[config.mk]
export PLATFORM = sky130hd
export DESIGN_NAME = rc4_stream_cipher_top
export DESIGN_NICKNAME = d
export VERILOG_FILES = /design/src/design/rc4_pkg.sv /design/src/design/rc4_ram.sv /design/src/design/rc4_stream_cipher_top.sv
export SDC_FILE = /design/constraint.sdc
export NUM_CORES = 2
export LEC_CHECK = 0
export ABC_CLOCK_PERIOD_IN_PS = 16300
export BUFFER_PORTS_ARGS = -buffer_cell sky130_fd_sc_hd__buf_2
export CORE_UTILIZATION = 50
export CTS_BUF_LIST = sky130_fd_sc_hd__clkbuf_4 sky130_fd_sc_hd__clkbuf_8
export CTS_CLUSTER_SIZE = 16
export DETAILED_ROUTE_END_ITERATION = 10
export GPL_TIMING_DRIVEN = 1
export PLACE_DENSITY_LB_ADDON = 0.1
export SLEW_MARGIN = 20
export SYNTH_ARGS = -nofsm -noshare
export SYNTH_HDL_FRONTEND = slang
export SYNTH_SLANG_ARGS = --single-unit
[constraint.sdc]
create_clock -name clk_i -period 16.3 [get_ports clk_i]
set_input_delay 3.26 -clock clk_i [delete_from_list [all_inputs] [get_ports clk_i]]
set_output_delay 3.26 -clock clk_i [all_outputs]
set_load 0.05 [all_outputs]
[src/design/rc4_pkg.sv]
// Shared constants for the RC4 stream cipher block.
// No dependencies.
`timescale 1ns / 1ps

package rc4_pkg;

  localparam int unsigned BYTE_W            = 8;
  localparam int unsigned PERM_DEPTH        = 256;
  localparam int unsigned PERM_AW           = 8;
  localparam int unsigned RC4_MAX_KEY_BYTES = 256;

  localparam logic OP_KEY  = 1'b0;
  localparam logic OP_DATA = 1'b1;

endpackage

[src/design/rc4_ram.sv]
// Generic single-port RAM with registered read data.
// Depends on rc4_pkg for the default width.
`timescale 1ns / 1ps

module rc4_ram
  import rc4_pkg::*;
#(
  parameter int unsigned WIDTH = BYTE_W,
  parameter int unsigned DEPTH = PERM_DEPTH,
  localparam int unsigned AW   = (DEPTH > 1) ? $clog2(DEPTH) : 1
) (
  input  logic             clk_i,
  input  logic             we_i,
  input  logic             re_i,
  input  logic [AW-1:0]    addr_i,
  input  logic [WIDTH-1:0] wdata_i,
  output logic [WIDTH-1:0] rdata_o
);

  logic [WIDTH-1:0] mem_q [DEPTH];
  logic [WIDTH-1:0] rdata_q;

  always_ff @(posedge clk_i) begin
    if (we_i) begin
      mem_q[addr_i] <= wdata_i;
    end
    if (re_i) begin
      rdata_q <= mem_q[addr_i];
    end
  end

  assign rdata_o = rdata_q;

endmodule

[src/design/rc4_stream_cipher_top.sv]
// RC4 stream cipher top level: sequencer around a 256-byte permutation RAM
// and a key RAM. Depends on rc4_pkg and rc4_ram.
`timescale 1ns / 1ps

// A key byte (operation 0) is stored in the key RAM while it has room. The
// key byte marked last, and a keyed data byte marked last, start key
// scheduling: the identity permutation is loaded, then each entry is
// processed (read, accumulate, two swap writes) over the single permutation
// RAM port, during which in_ready_o is low. A keyed data byte needs five
// dependent permutation reads/writes plus the output load; a byte sent while
// no key is scheduled comes back unchanged with not_keyed_o set. The output
// register holds one result, so a new transaction is taken while a result
// waits; only a second result stalls until the first is taken.

module rc4_stream_cipher_top
  import rc4_pkg::*;
#(
  parameter int unsigned MAX_KEY_BYTES = RC4_MAX_KEY_BYTES
) (
  input  logic              clk_i,
  input  logic              rst_ni,
  input  logic              in_valid_i,
  output logic              in_ready_o,
  input  logic              operation_i,
  input  logic [BYTE_W-1:0] byte_in_i,
  input  logic              last_i,
  output logic              out_valid_o,
  input  logic              out_ready_i,
  output logic [BYTE_W-1:0] byte_out_o,
  output logic              not_keyed_o
);

  localparam int unsigned KAW = (MAX_KEY_BYTES > 1) ? $clog2(MAX_KEY_BYTES) : 1;
  localparam int unsigned KCW = $clog2(MAX_KEY_BYTES + 1);

  typedef enum logic [11:0] {
    ST_IDLE   = 12'b0000_0000_0001,
    ST_INIT   = 12'b0000_0000_0010,
    ST_KS_RD  = 12'b0000_0000_0100,
    ST_KS_ACC = 12'b0000_0000_1000,
    ST_KS_WN  = 12'b0000_0001_0000,
    ST_KS_WA  = 12'b0000_0010_0000,
    ST_GEN_J  = 12'b0000_0100_0000,
    ST_GEN_WI = 12'b0000_1000_0000,
    ST_GEN_WJ = 12'b0001_0000_0000,
    ST_GEN_RT = 12'b0010_0000_0000,
    ST_EMIT   = 12'b0100_0000_0000,
    ST_SPARE  = 12'b1000_0000_0000
  } rc4_state_e;

  rc4_state_e state_q, state_d;

  logic [PERM_AW-1:0] n_q, n_d;
  logic [BYTE_W-1:0]  acc_q, acc_d;
  logic [KAW-1:0]     kidx_q, kidx_d;
  logic [KCW-1:0]     key_count_q, key_count_d;
  logic [KCW-1:0]     kidx_inc;
  logic               keyed_q, keyed_d;
  logic [BYTE_W-1:0]  i_q, i_d, j_q, j_d;
  logic [BYTE_W-1:0]  tmp_q, tmp_d;
  logic [BYTE_W-1:0]  t_q, t_d;
  logic [BYTE_W-1:0]  byte_q, byte_d;
  logic               pass_q, pass_d;
  logic               sched_q, sched_d;
  logic               out_valid_q, out_valid_d;
  logic [BYTE_W-1:0]  byte_out_q, byte_out_d;
  logic               not_keyed_q, not_keyed_d;

  logic               p_we, p_re;
  logic [PERM_AW-1:0] p_addr;
  logic [BYTE_W-1:0]  p_wdata, p_rdata;
  logic               k_we, k_re;
  logic [KAW-1:0]     k_addr;
  logic [BYTE_W-1:0]  k_rdata;

  logic accept;
  logic out_free;

  rc4_ram #(
    .WIDTH (BYTE_W),
    .DEPTH (PERM_DEPTH)
  ) u_perm_ram (
    .clk_i   (clk_i),
    .we_i    (p_we),
    .re_i    (p_re),
    .addr_i  (p_addr),
    .wdata_i (p_wdata),
    .rdata_o (p_rdata)
  );

  rc4_ram #(
    .WIDTH (BYTE_W),
    .DEPTH (MAX_KEY_BYTES)
  ) u_key_ram (
    .clk_i   (clk_i),
    .we_i    (k_we),
    .re_i    (k_re),
    .addr_i  (k_addr),
    .wdata_i (byte_in_i),
    .rdata_o (k_rdata)
  );

  assign in_ready_o = (state_q == ST_IDLE);
  assign accept     = in_valid_i && in_ready_o;
  assign out_free   = !out_valid_q || out_ready_i;
  assign kidx_inc   = KCW'(kidx_q) + KCW'(1);

  always_comb begin
    state_d     = state_q;
    n_d         = n_q;
    acc_d       = acc_q;
    kidx_d      = kidx_q;
    key_count_d = key_count_q;
    keyed_d     = keyed_q;
    i_d         = i_q;
    j_d         = j_q;
    tmp_d       = tmp_q;
    t_d         = t_q;
    byte_d      = byte_q;
    pass_d      = pass_q;
    sched_d     = sched_q;
    out_valid_d = out_valid_q && !out_ready_i;
    byte_out_d  = byte_out_q;
    not_keyed_d = not_keyed_q;
    p_we        = 1'b0;
    p_re        = 1'b0;
    p_addr      = n_q;
    p_wdata     = n_q;
    k_we        = 1'b0;
    k_re        = 1'b0;
    k_addr      = kidx_q;

    unique case (state_q)
      ST_IDLE: begin
        if (accept) begin
          if (operation_i == OP_KEY) begin
            if (keyed_q) begin
              keyed_d     = 1'b0;
              k_we        = 1'b1;
              k_addr      = '0;
              key_count_d = KCW'(1);
            end else if (key_count_q < KCW'(MAX_KEY_BYTES)) begin
              k_we        = 1'b1;
              k_addr      = key_count_q[KAW-1:0];
              key_count_d = key_count_q + KCW'(1);
            end
            if (last_i) begin
              n_d     = '0;
              state_d = ST_INIT;
            end
          end else if (keyed_q) begin
            i_d     = i_q + 8'd1;
            p_re    = 1'b1;
            p_addr  = i_q + 8'd1;
            byte_d  = byte_in_i;
            pass_d  = 1'b0;
            sched_d = last_i;
            state_d = ST_GEN_J;
          end else begin
            byte_d  = byte_in_i;
            pass_d  = 1'b1;
            sched_d = 1'b0;
            state_d = ST_EMIT;
          end
        end
      end
      ST_INIT: begin
        p_we    = 1'b1;
        p_addr  = n_q;
        p_wdata = n_q;
        n_d     = n_q + 8'd1;
        if (n_q == 8'hFF) begin
          acc_d   = '0;
          kidx_d  = '0;
          state_d = ST_KS_RD;
        end
      end
      ST_KS_RD: begin
        p_re    = 1'b1;
        p_addr  = n_q;
        k_re    = 1'b1;
        k_addr  = kidx_q;
        state_d = ST_KS_ACC;
      end
      ST_KS_ACC: begin
        acc_d   = acc_q + p_rdata + k_rdata;
        tmp_d   = p_rdata;
        p_re    = 1'b1;
        p_addr  = acc_q + p_rdata + k_rdata;
        state_d = ST_KS_WN;
      end
      ST_KS_WN: begin
        p_we    = 1'b1;
        p_addr  = n_q;
        p_wdata = p_rdata;
        state_d = ST_KS_WA;
      end
      ST_KS_WA: begin
        p_we    = 1'b1;
        p_addr  = acc_q;
        p_wdata = tmp_q;
        n_d     = n_q + 8'd1;
        kidx_d  = (kidx_inc >= key_count_q) ? '0 : kidx_inc[KAW-1:0];
        if (n_q == 8'hFF) begin
          i_d     = '0;
          j_d     = '0;
          keyed_d = 1'b1;
          state_d = ST_IDLE;
        end else begin
          state_d = ST_KS_RD;
        end
      end
      ST_GEN_J: begin
        tmp_d   = p_rdata;
        j_d     = j_q + p_rdata;
        p_re    = 1'b1;
        p_addr  = j_q + p_rdata;
        state_d = ST_GEN_WI;
      end
      ST_GEN_WI: begin
        p_we    = 1'b1;
        p_addr  = i_q;
        p_wdata = p_rdata;
        t_d     = tmp_q + p_rdata;
        state_d = ST_GEN_WJ;
      end
      ST_GEN_WJ: begin
        p_we    = 1'b1;
        p_addr  = j_q;
        p_wdata = tmp_q;
        state_d = ST_GEN_RT;
      end
      ST_GEN_RT: begin
        p_re    = 1'b1;
        p_addr  = t_q;
        state_d = ST_EMIT;
      end
      ST_EMIT: begin
        if (out_free) begin
          out_valid_d = 1'b1;
          byte_out_d  = pass_q ? byte_q : (byte_q ^ p_rdata);
          not_keyed_d = pass_q;
          n_d         = '0;
          state_d     = sched_q ? ST_INIT : ST_IDLE;
        end
      end
      default: begin
        state_d = ST_IDLE;
      end
    endcase
  end

  always_ff @(posedge clk_i or negedge rst_ni) begin
    if (!rst_ni) begin
      state_q     <= ST_IDLE;
      n_q         <= '0;
      acc_q       <= '0;
      kidx_q      <= '0;
      key_count_q <= '0;
      keyed_q     <= 1'b0;
      i_q         <= '0;
      j_q         <= '0;
      pass_q      <= 1'b0;
      sched_q     <= 1'b0;
      out_valid_q <= 1'b0;
    end else begin
      state_q     <= state_d;
      n_q         <= n_d;
      acc_q       <= acc_d;
      kidx_q      <= kidx_d;
      key_count_q <= key_count_d;
      keyed_q     <= keyed_d;
      i_q         <= i_d;
      j_q         <= j_d;
      pass_q      <= pass_d;
      sched_q     <= sched_d;
      out_valid_q <= out_valid_d;
    end
  end

  always_ff @(posedge clk_i) begin
    tmp_q       <= tmp_d;
    t_q         <= t_d;
    byte_q      <= byte_d;
    byte_out_q  <= byte_out_d;
    not_keyed_q <= not_keyed_d;
  end

  assign out_valid_o = out_valid_q;
  assign byte_out_o  = byte_out_q;
  assign not_keyed_o = not_keyed_q;

endmodule

==> impl_metrics.tcl <==
set metrics [dict create \
    pre_cts_ws_ps 6069 \
    share_of_post_route_cells_with_drive_strength_above_1_pct 16.69 \
    hold-worst-slack_ps 533.9 \
    detail_route.wl_per_cell_um 30.95 \
    vias 93269 \
    synth_area_leader_cell "sky130_fd_sc_hd__edfxtp_1" \
    final.setup.worst_slack_ps 7294 \
    numCtsBuffers 675 \
    final_area_mm2 0.1819 \
    std_cell_rows 209 \
    initial_utilization_pct 50.43 \
    worst_setup_path_start_kind "input pin" \
    type_of_element_capturing_the_critical_path "register" \
    worst_path_largest_cell_delay_ps 1040 \
    syn_area_mm2 0.1640 \
    io_count 25 \
    postSynthRegisterBits 4209 \
    ys_async_sr_fraction_pct 1.521 \
    timing.critical_path.to "u_key_ram.rdata_o[0]$_DFFE_PP_" \
    critPathKind "in2reg" \
    cell_count_after_synthesis 9737 \
    die_h_um 574.8 \
    grt_antenna_before_repair 13 \
    areaGrowthSynthToFinish_pct 10.91 \
    synth_area_per_cell_um2 16.85 \
    floorplan.die_area_mm2 0.3304 \
    synth.cells.most_frequent "sky130_fd_sc_hd__edfxtp_1, sky130_fd_sc_hd__nor2_1, sky130_fd_sc_hd__nand2_1, sky130_fd_sc_hd__mux4_2, sky130_fd_sc_hd__clkbuf_1" \
    dpl_cell_area_mm2 0.1691 \
    synth.most_common_cell "sky130_fd_sc_hd__edfxtp_1" \
    crit-reg2reg-launch "u_perm_ram.rdata_o[1]$_DFFE_PP_" \
    maxCapViolations 0 \
    vdd_drop_max_mv 0.09612 \
    cp_data_arrival_time_ps 9940 \
    grt_first_pass_wirelength_mm 664.0 \
    postSynthNetCount 9794 \
    final_critical_path_share_of_the_clock_period_pct 55.25 \
    grt_start_max_net_pins 151 \
    postRouteWirelength_mm 461.1 \
    maxSlewHeadroom_pct 11.98 \
    cts-root-buf "sky130_fd_sc_hd__clkbuf_8" \
    worstSetupStartpoint "in_valid_i" \
    ys_dominant_reg_cell "sky130_fd_sc_hd__edfxtp_1" \
    global_route.overflow_total 0 \
    worst_slew_pin_slew_ps 1310 \
    instance_count_after_placement_with_tap_cells_included 13701 \
    clock.fmax_ghz 0.1110 \
    dr.pass1.iters 6 \
    ctsHtreeMaxLevel 6 \
    power_density_mw_per_mm2 113.3 \
    filler_cell_count 25410 \
    timing.critical_path.depth 15 \
    synth-edff-count 4145 \
    route.detailed.vias_per_inst 6.259 \
    critical_path.max_fanout 95 \
    timing.final.hold_violations 0 \
    routabilityCongestion 0.8735 \
    hpwlAfterDp_mm 276.1 \
    synthDominantCellAreaShare_pct 75.87 \
    rsz0062_at_grt "no" \
    required_ps 17240 \
    dr.first_iter.drc_count 10634 \
    io_buffer_count 24 \
    timing.critical_path.buf_inv 3 \
    worst_clock_skew_ps 66.50 \
    cts_tree "built" \
    setup_total_negative_slack_ps 0 \
    post-route-min-period_ps 9006 \
    synth_top_cells_by_area "sky130_fd_sc_hd__edfxtp_1, sky130_fd_sc_hd__mux4_2, sky130_fd_sc_hd__nor2_1, sky130_fd_sc_hd__nand2_1, sky130_fd_sc_hd__mux2i_1" \
    power_leakage_uw 0.05724 \
    cts_buffer_depth 4 \
    hold_fix_buffers_at_cts 0 \
    grt_use_total_pct 27.57 \
    timing.reg2reg.setup_slack_ps 8130 \
    worst_path_dominant_cell_family "simple AND/OR/NAND/NOR gates" \
    drc 0 \
    r2r-end "u_perm_ram.rdata_o[5]$_DFFE_PP_" \
    synth.distinct_cells 89 \
    post_layout_nonfiller_instances 14901 \
    worst_r2r_path_depth 19 \
    endpoints_failing_setup 0 \
    cts_num_sinks 4209 \
    clkLatencyLatePin_ps 1220 \
    grt_pass1_vias 92815 \
    antenna_violating_nets_post_route 0 \
    postCtsSetupRepairBufs 0 \
    cp_cell_sequence "buf_2 -> nor2b_1 -> and4_1 -> and2_1 -> nand2_1 -> a21o_1 -> and2_4 -> buf_12 -> buf_12 -> mux4_2 -> a22oi_1 -> nand4_1 -> a2111oi_1 -> nand4_1 -> or4_1" \
    post_cts_resize_count 0 \
    final-max-slew-violation-count 0 \
    hold_path.class "reg2reg" \
    yosysWarningCount 0 \
    placeableCoreArea_mm2 0.3253 \
    status "finished clean" \
    nets 10111 \
    cts.reportedPaths.clkPinSlew_ps 60 \
    dieWidth_um 574.8 \
    cp_slowest_cell "sky130_fd_sc_hd__a2111oi_1" \
    ys_seq_area_share_pct 76.85 \
]
[registers in the layout, summed over array words and instances, names as in the netlist]
| name | cells |
|---|---|
| i_q | 8 |
| byte_q | 8 |
| key_count_q | 9 |
| tmp_q | 8 |
| sched_q | 1 |
| acc_q | 8 |
| out_valid_o | 1 |
| u_perm_ram.rdata_o | 8 |
| u_key_ram.rdata_o | 8 |
| u_perm_ram.mem_q | 2048 |
| byte_out_o | 8 |
| not_keyed_o | 1 |
| u_key_ram.mem_q | 2048 |
| j_q | 8 |
| pass_q | 1 |
| n_q | 8 |
| state_q | 11 |
| keyed_q | 1 |
| t_q | 8 |
| kidx_q | 8 |
[power breakdown]
| group | total [uW] | leakage [uW] | internal [uW] | switching, uW |
|---|---|---|---|---|
| Clock | 8720 | 0.00674 | 4560 | 4170 |
| Combinational | 101 | 0.0123 | 6.57 | 94.8 |
| Sequential | 11800 | 0.0382 | 11800 | 0.0000000000000122 |
[cells by family (layout without fill, tap and decap cells)]
logic type / Yosys count / in the layout / share of synthesized area (%)
AND/OR/NAND/NOR: 2440 / 2440 / 6.618
adder cells (fa/ha/maj): 43 / 43 / 0.3737
multiplexers: 712 / 712 / 7.306
buffers and inverters: 652 / 1483 / 1.672
other: 0 / 8 / 0
AO/OA/AOI/OAI: 1636 / 1636 / 6.938
flip-flops: 4209 / 4209 / 76.85
XOR/XNOR: 45 / 45 / 0.2403
[worst min-delay path by stage]
stage | cells after the start | endpoint | slack [ps] | start
4_1_cts | 1 | acc_q[1]$_DFFE_PN0P_ | 540 | acc_q[1]$_DFFE_PN0P_
3_5_place_dp | 1 | acc_q[1]$_DFFE_PN0P_ | 530 | acc_q[1]$_DFFE_PN0P_
6_report | 1 | acc_q[1]$_DFFE_PN0P_ | 530 | acc_q[1]$_DFFE_PN0P_
3_3_place_gp | 2 | j_q[6]$_DFFE_PN0P_ | 510 | j_q[6]$_DFFE_PN0P_
2_1_floorplan | 2 | j_q[6]$_DFFE_PN0P_ | 470 | j_q[6]$_DFFE_PN0P_
5_1_grt | 1 | j_q[4]$_DFFE_PN0P_ | 580 | j_q[4]$_DFFE_PN0P_
[per-layer routing]
metal | vias up | wire, um | track usage (%)
met5 | - | 13 | 0
met4 | 2 | 20630 | 11.59
met3 | 895 | 33540 | 4.251
met2 | 4271 | 222200 | 44.58
met1 | 48423 | 184700 | 37.59
li1 | 39678 | - | -
[placed cells by master (no fill, tap or decap), types with 62 or more instances in the layout]
cell                       instances
sky130_fd_sc_hd__mux2i_1         285
sky130_fd_sc_hd__and3_1           69
sky130_fd_sc_hd__o22ai_1         345
sky130_fd_sc_hd__nor2_1          868
sky130_fd_sc_hd__dfrtp_1          63
sky130_fd_sc_hd__edfxtp_1       4145
sky130_fd_sc_hd__nor3_1          193
sky130_fd_sc_hd__clkbuf_8        687
sky130_fd_sc_hd__clkinv_1        164
sky130_fd_sc_hd__mux4_2          384
sky130_fd_sc_hd__nor4_1           65
sky130_fd_sc_hd__clkbuf_4        244
sky130_fd_sc_hd__a21oi_1         282
sky130_fd_sc_hd__nand4_1          80
sky130_fd_sc_hd__buf_4           197
sky130_fd_sc_hd__nand2_1         756
sky130_fd_sc_hd__a22oi_1         200
sky130_fd_sc_hd__o211ai_1         62
sky130_fd_sc_hd__nand3_1         215
sky130_fd_sc_hd__o221ai_1        171
sky130_fd_sc_hd__o21ai_0         123
[final cells by class]
class	count	area (um^2)	share of cell area [%]
sequential	4209	126100	69.29
inverter	57	214.0	0.1176
clock buffer	929	11260	6.189
tap	4325	5411	2.974
antenna	8	20.02	0.01100
multi-input combinational	4876	35490	19.50
timing repair buffer	235	1964	1.080
clock inverter	262	1508	0.8287
[metrics by stage]
stage | total power, uW | utilization [%]
after CTS | 20730 | 55.91
after global placement | 12120 | 51.98
after detailed placement | 12130 | 51.99
final | 20620 | 55.93
after floorplan | 12020 | -
after global routing | 21190 | 55.92
No activity file was read; power rests on OpenSTA's default activity.
